<file path="src/rtl/bpa_pkg.sv">
// Shared types, widths and codes for the bitmap page allocator.
package bpa_pkg;

  localparam int MAX_BLOCKS = 1024;
  localparam int WORD_W     = 64;
  localparam int ADDR_W     = $clog2(MAX_BLOCKS);
  localparam int WCNT_W     = $clog2(MAX_BLOCKS + 1);
  localparam int BIT_W      = $clog2(WORD_W);
  localparam int PIDX_W     = ADDR_W + BIT_W;
  localparam int LIMIT_W    = WCNT_W + BIT_W;
  localparam int RUN_W      = BIT_W + 1;

  localparam int TYPE_W     = 3;
  localparam int PADDR_W    = 64;
  localparam int PCNT_W     = 8;
  localparam int STATUS_W   = 3;
  localparam int FREE_W     = 17;
  localparam int SHIFT_W    = 5;
  localparam int BASE_W     = 52;
  localparam int TOTAL_W    = 17;
  localparam int CFG_IDX_W  = 2;
  localparam int CFG_DATA_W = 52;

  localparam logic [SHIFT_W-1:0] SHIFT_RST = 5'd12;
  localparam logic [BASE_W-1:0]  BASE_RST  = '0;
  localparam logic [TOTAL_W-1:0] TOTAL_RST = 17'd65536;
  localparam logic [FREE_W-1:0]  FREE_MAX  = '1;

  localparam logic [TYPE_W-1:0] REQ_ALLOC   = 3'd0;
  localparam logic [TYPE_W-1:0] REQ_CONTIG  = 3'd1;
  localparam logic [TYPE_W-1:0] REQ_FREE    = 3'd2;
  localparam logic [TYPE_W-1:0] REQ_RESERVE = 3'd3;
  localparam logic [TYPE_W-1:0] REQ_CLEAR   = 3'd4;

  localparam logic [CFG_IDX_W-1:0] CFG_PAGE_SHIFT  = 2'd0;
  localparam logic [CFG_IDX_W-1:0] CFG_BASE_FRAME  = 2'd1;
  localparam logic [CFG_IDX_W-1:0] CFG_TOTAL_PAGES = 2'd2;

  typedef enum logic [STATUS_W-1:0] {
    STS_OK,
    STS_NOMEM,
    STS_ALLOC_FAIL,
    STS_DOUBLE_FREE,
    STS_RANGE,
    STS_BAD_COUNT,
    STS_RESERVED
  } status_t;

  typedef enum logic [3:0] {
    S_INIT,
    S_IDLE,
    S_DECODE,
    S_LOCATE,
    S_READ,
    S_MODIFY,
    S_SCAN,
    S_PADDR,
    S_CLEAR,
    S_DONE
  } state_t;

  typedef struct packed {
    logic              found;
    logic [BIT_W-1:0]  off;
  } fit_t;

  typedef struct packed {
    logic              ok;
    logic [ADDR_W-1:0] word;
    logic [BIT_W-1:0]  bit_idx;
  } loc_t;

endpackage

</file>
<file path="src/rtl/bpa_xlat.sv">
// Byte address to map word and bit, with region bounds check.
module bpa_xlat import bpa_pkg::*; (
  input  logic [PADDR_W-1:0] address,
  input  logic [PADDR_W-1:0] base_addr,
  input  logic [SHIFT_W-1:0] page_shift,
  input  logic [WCNT_W-1:0]  num_words,
  output loc_t               loc
);

  logic [PADDR_W-1:0] diff;
  logic [PADDR_W-1:0] idx;
  logic [LIMIT_W-1:0] limit;

  always_comb begin
    diff  = address - base_addr;
    idx   = diff >> page_shift;
    limit = {num_words, {BIT_W{1'b0}}};
    loc.ok      = (address >= base_addr) && (idx[PADDR_W-1:PIDX_W] == '0) &&
                  (LIMIT_W'(idx[PIDX_W-1:0]) < limit);
    loc.word    = idx[PIDX_W-1:BIT_W];
    loc.bit_idx = idx[BIT_W-1:0];
  end

endmodule

</file>
<file path="config.mk">
export PLATFORM = sky130hd
export DESIGN_NAME = bpa_xlat
export DESIGN_NICKNAME = d
export VERILOG_FILES = /design/src/rtl/bpa_pkg.sv /design/src/rtl/bpa_xlat.sv
export SDC_FILE = /design/constraint.sdc
export NUM_CORES = 1
export LEC_CHECK = 0
export BUFFER_PORTS_ARGS = -buffer_cell sky130_fd_sc_hd__buf_2
export CAP_MARGIN = 30
export CORE_UTILIZATION = 60
export DETAILED_ROUTE_END_ITERATION = 6
export GPL_TIMING_DRIVEN = 0
export PLACE_DENSITY = 0.87
export SYNTH_ARGS = -nofsm -noshare
export SYNTH_HDL_FRONTEND = slang
export SYNTH_SLANG_ARGS = --single-unit
</file>
<file path="constraint.sdc">
create_clock -name vclk -period 14.6
set_clock_uncertainty 0.2 [all_clocks]
set_input_delay 0.73 -clock vclk [all_inputs]
set_output_delay 0.73 -clock vclk [all_outputs]
set_load 0.02 [all_outputs]
</file>
==> results.sh <==
export IMPL_run_status="finished clean"
export IMPL_antenna_found_initial=0
export IMPL_vias_per_cell=7.09
export IMPL_wl_met3_um=5040
export IMPL_cp_slowest_cell="a311oi_1"
export IMPL_vdd_ir_drop_max_uv=35.1
export IMPL_ys_seq_area_share_pct=0
export IMPL_cts_repair_resized=0
export IMPL_switching_power_uw=357
export IMPL_layout_common_cells="buf_2 (191), a21oi_1 (149), nand2_1 (144)"
export IMPL_seq_cells=0
export IMPL_hold_class="input port to primary output"
export IMPL_end_kind="primary output"
export IMPL_crit_required_ns=13.67
export IMPL_wl_um=35300
export IMPL_die_area_um2=15100
export IMPL_core_area_um2=14100
export IMPL_drc_errors=0
export IMPL_m1WireLength_um=14200
export IMPL_gr_total_overflow=0
export IMPL_syn2layout_area_growth_pct=11.7
export IMPL_critPathLaunchType="input port"
export IMPL_dr_pass1_iters=6
export IMPL_switching_share_pct=64.2
export IMPL_path_max_fanout=10
export IMPL_drtIter0Drc=1919
export IMPL_slew_headroom_pct=31.1
export IMPL_dr_wl_met2_um=14100
export IMPL_critPathArrivalTime_ns=7.44
export IMPL_fin_crit_sh_pct=57.3
export IMPL_post_cts_buffers=0
export IMPL_post_route_util_pct=69.7
export IMPL_power_density_nw_per_um2=56.6
export IMPL_final_hold_viol_count=0
export IMPL_grt_pass1_vias=10266
export IMPL_final_common_cell="buf_2"
export IMPL_yosys_warnings=0
export IMPL_pin_count=161
export IMPL_p_clk_share_pct=0
export IMPL_top_layer_used="met4"
export IMPL_finalNetCount=1741
export IMPL_slowest_delay_ns=0.92
export IMPL_fp_dieW_um=123
export IMPL_die_h_um=123
export IMPL_port_buffers=161
export IMPL_vias=12054
export IMPL_fmax_mhz=120
export IMPL_setup_violations=0
export IMPL_path_buf_inv=4
export IMPL_worst_pin_slew_ns=1.03
export IMPL_ant_nets=0
export IMPL_seqCellArea_um2=0
export IMPL_multi_input_area_um2=8030
export IMPL_ctsHoldBuffers=0
export IMPL_antenna_cells=0
export IMPL_crit_family="compound AO/OA/AOI/OAI gates"
export IMPL_internal_power_uw=199
export IMPL_finalCriticalPeriod_ns=8.37
export IMPL_hpwlAfterDp_um=29300
export IMPL_grt_pass1_wl_um=54000
export IMPL_final_setup_tns_ns=0
export IMPL_max_cap_violations=0
export IMPL_syn_inst=1360
export IMPL_wl_per_cell_um=20.7
export IMPL_worstSetupPathType="input port to primary output"
export IMPL_initial_core_util_pct=62.4
export IMPL_avgSynthCellArea_um2=6.47
export IMPL_syn_area_um2=8800
export IMPL_syn_nets=1578
export IMPL_p_comb_share_pct=100.0
export IMPL_nClkBuffers=0
export IMPL_num_rows=43
export IMPL_gp_congestion=1.09
export IMPL_track_usage_pct=45.5
export IMPL_grt_max_degree=11
export IMPL_slew_violations=0
export IMPL_grt_setup_unrepaired="no"
export IMPL_p_leak_uw=0.00432
export IMPL_synth_cell_type_count=91
export IMPL_pwr_share_seq_pct=0
export IMPL_fill_cells=1284
export IMPL_final_layout_size_suffix_gt1_share_pct=17.5
kinds of logic after synthesis:
logic type	Yosys count	share of synthesized area, %
xor+xnor	46	4.58
fa+ha+maj	74	10.6
mux	78	10.7
compound gates	518	40.4
simple gates	459	25.0
buf+inv	185	8.71
power groups by stage:
stage	registers (uW)	logic [uW]	clock network, uW
2_1_floorplan	0	380	0
3_3_place_gp	0	519	0
3_5_place_dp	0	528	0
4_1_cts	0	531	0
5_1_grt	0	597	0
6_report	0	556	0
layout make-up:
class / instances / share of cell area [%]
Multi-Input combinational cell: 1175 / 81.7
Timing Repair Buffer: 161 / 8.20
Tap cell: 180 / 2.29
Inverter: 95 / 3.63
Buffer: 90 / 4.16
metal layers:
layer	global-route usage, %	up-vias
li1	-	5502
met3	11.5	164
met5	0	-
met1	62.2	5378
met4	20.6	0
met2	66.5	1010
per-stage QoR:
stage                     total power, uW  cells  area (um^2)  hold WS, ns  setup WS (ns)
after floorplan                       380   1360         8800         1.71           7.77
after global placement                519   1701         9830         2.01           6.64
after detailed placement              528   1701         9830         1.99           6.60
after CTS                             531   1701         9830         1.99           6.57
after global routing                  597   1701         9830         2.06           5.99
final                                 556   1701         9830         2.01           6.23
Yosys cell counts, types with 7 or more instances:
library cell / count / area [um^2]
a21oi_2: 9 / 78.8
nor3_1: 30 / 150
o21ai_0: 92 / 460
a21o_1: 29 / 218
nand2_1: 144 / 541
nor2_1: 117 / 439
a221oi_1: 10 / 87.6
nand4_1: 43 / 269
clkbuf_1: 48 / 180
o21ai_1: 12 / 60.1
buf_2: 30 / 150
a31oi_1: 18 / 113
nor4_1: 9 / 56.3
a211oi_1: 27 / 203
mux4_2: 11 / 248
a311oi_1: 12 / 105
a221o_1: 7 / 70.1
and4_1: 7 / 61.3
and3_1: 10 / 62.6
a21oi_1: 149 / 746
o21bai_1: 9 / 67.6
xor2_1: 21 / 184
o21a_1: 12 / 90.1
o211ai_1: 24 / 180
buf_1: 7 / 26.3
or3_1: 20 / 125
o31ai_1: 14 / 105
inv_1: 93 / 349
a2111oi_0: 7 / 61.3
xnor2_1: 25 / 219
nand2b_1: 8 / 50.1
mux2i_1: 50 / 500
nand3_1: 42 / 210
ha_1: 73 / 913
a211o_1: 9 / 78.8
mux2_2: 17 / 191
worst paths after layout:
kind	cells past startpoint	end	slack [ns]	start
worst max-delay path	27	loc[16]	6.23	base_addr[17]
worst min-delay path	5	loc[0]	2.01	page_shift[2]
Note: power is estimated with default switching activity, not from simulation.
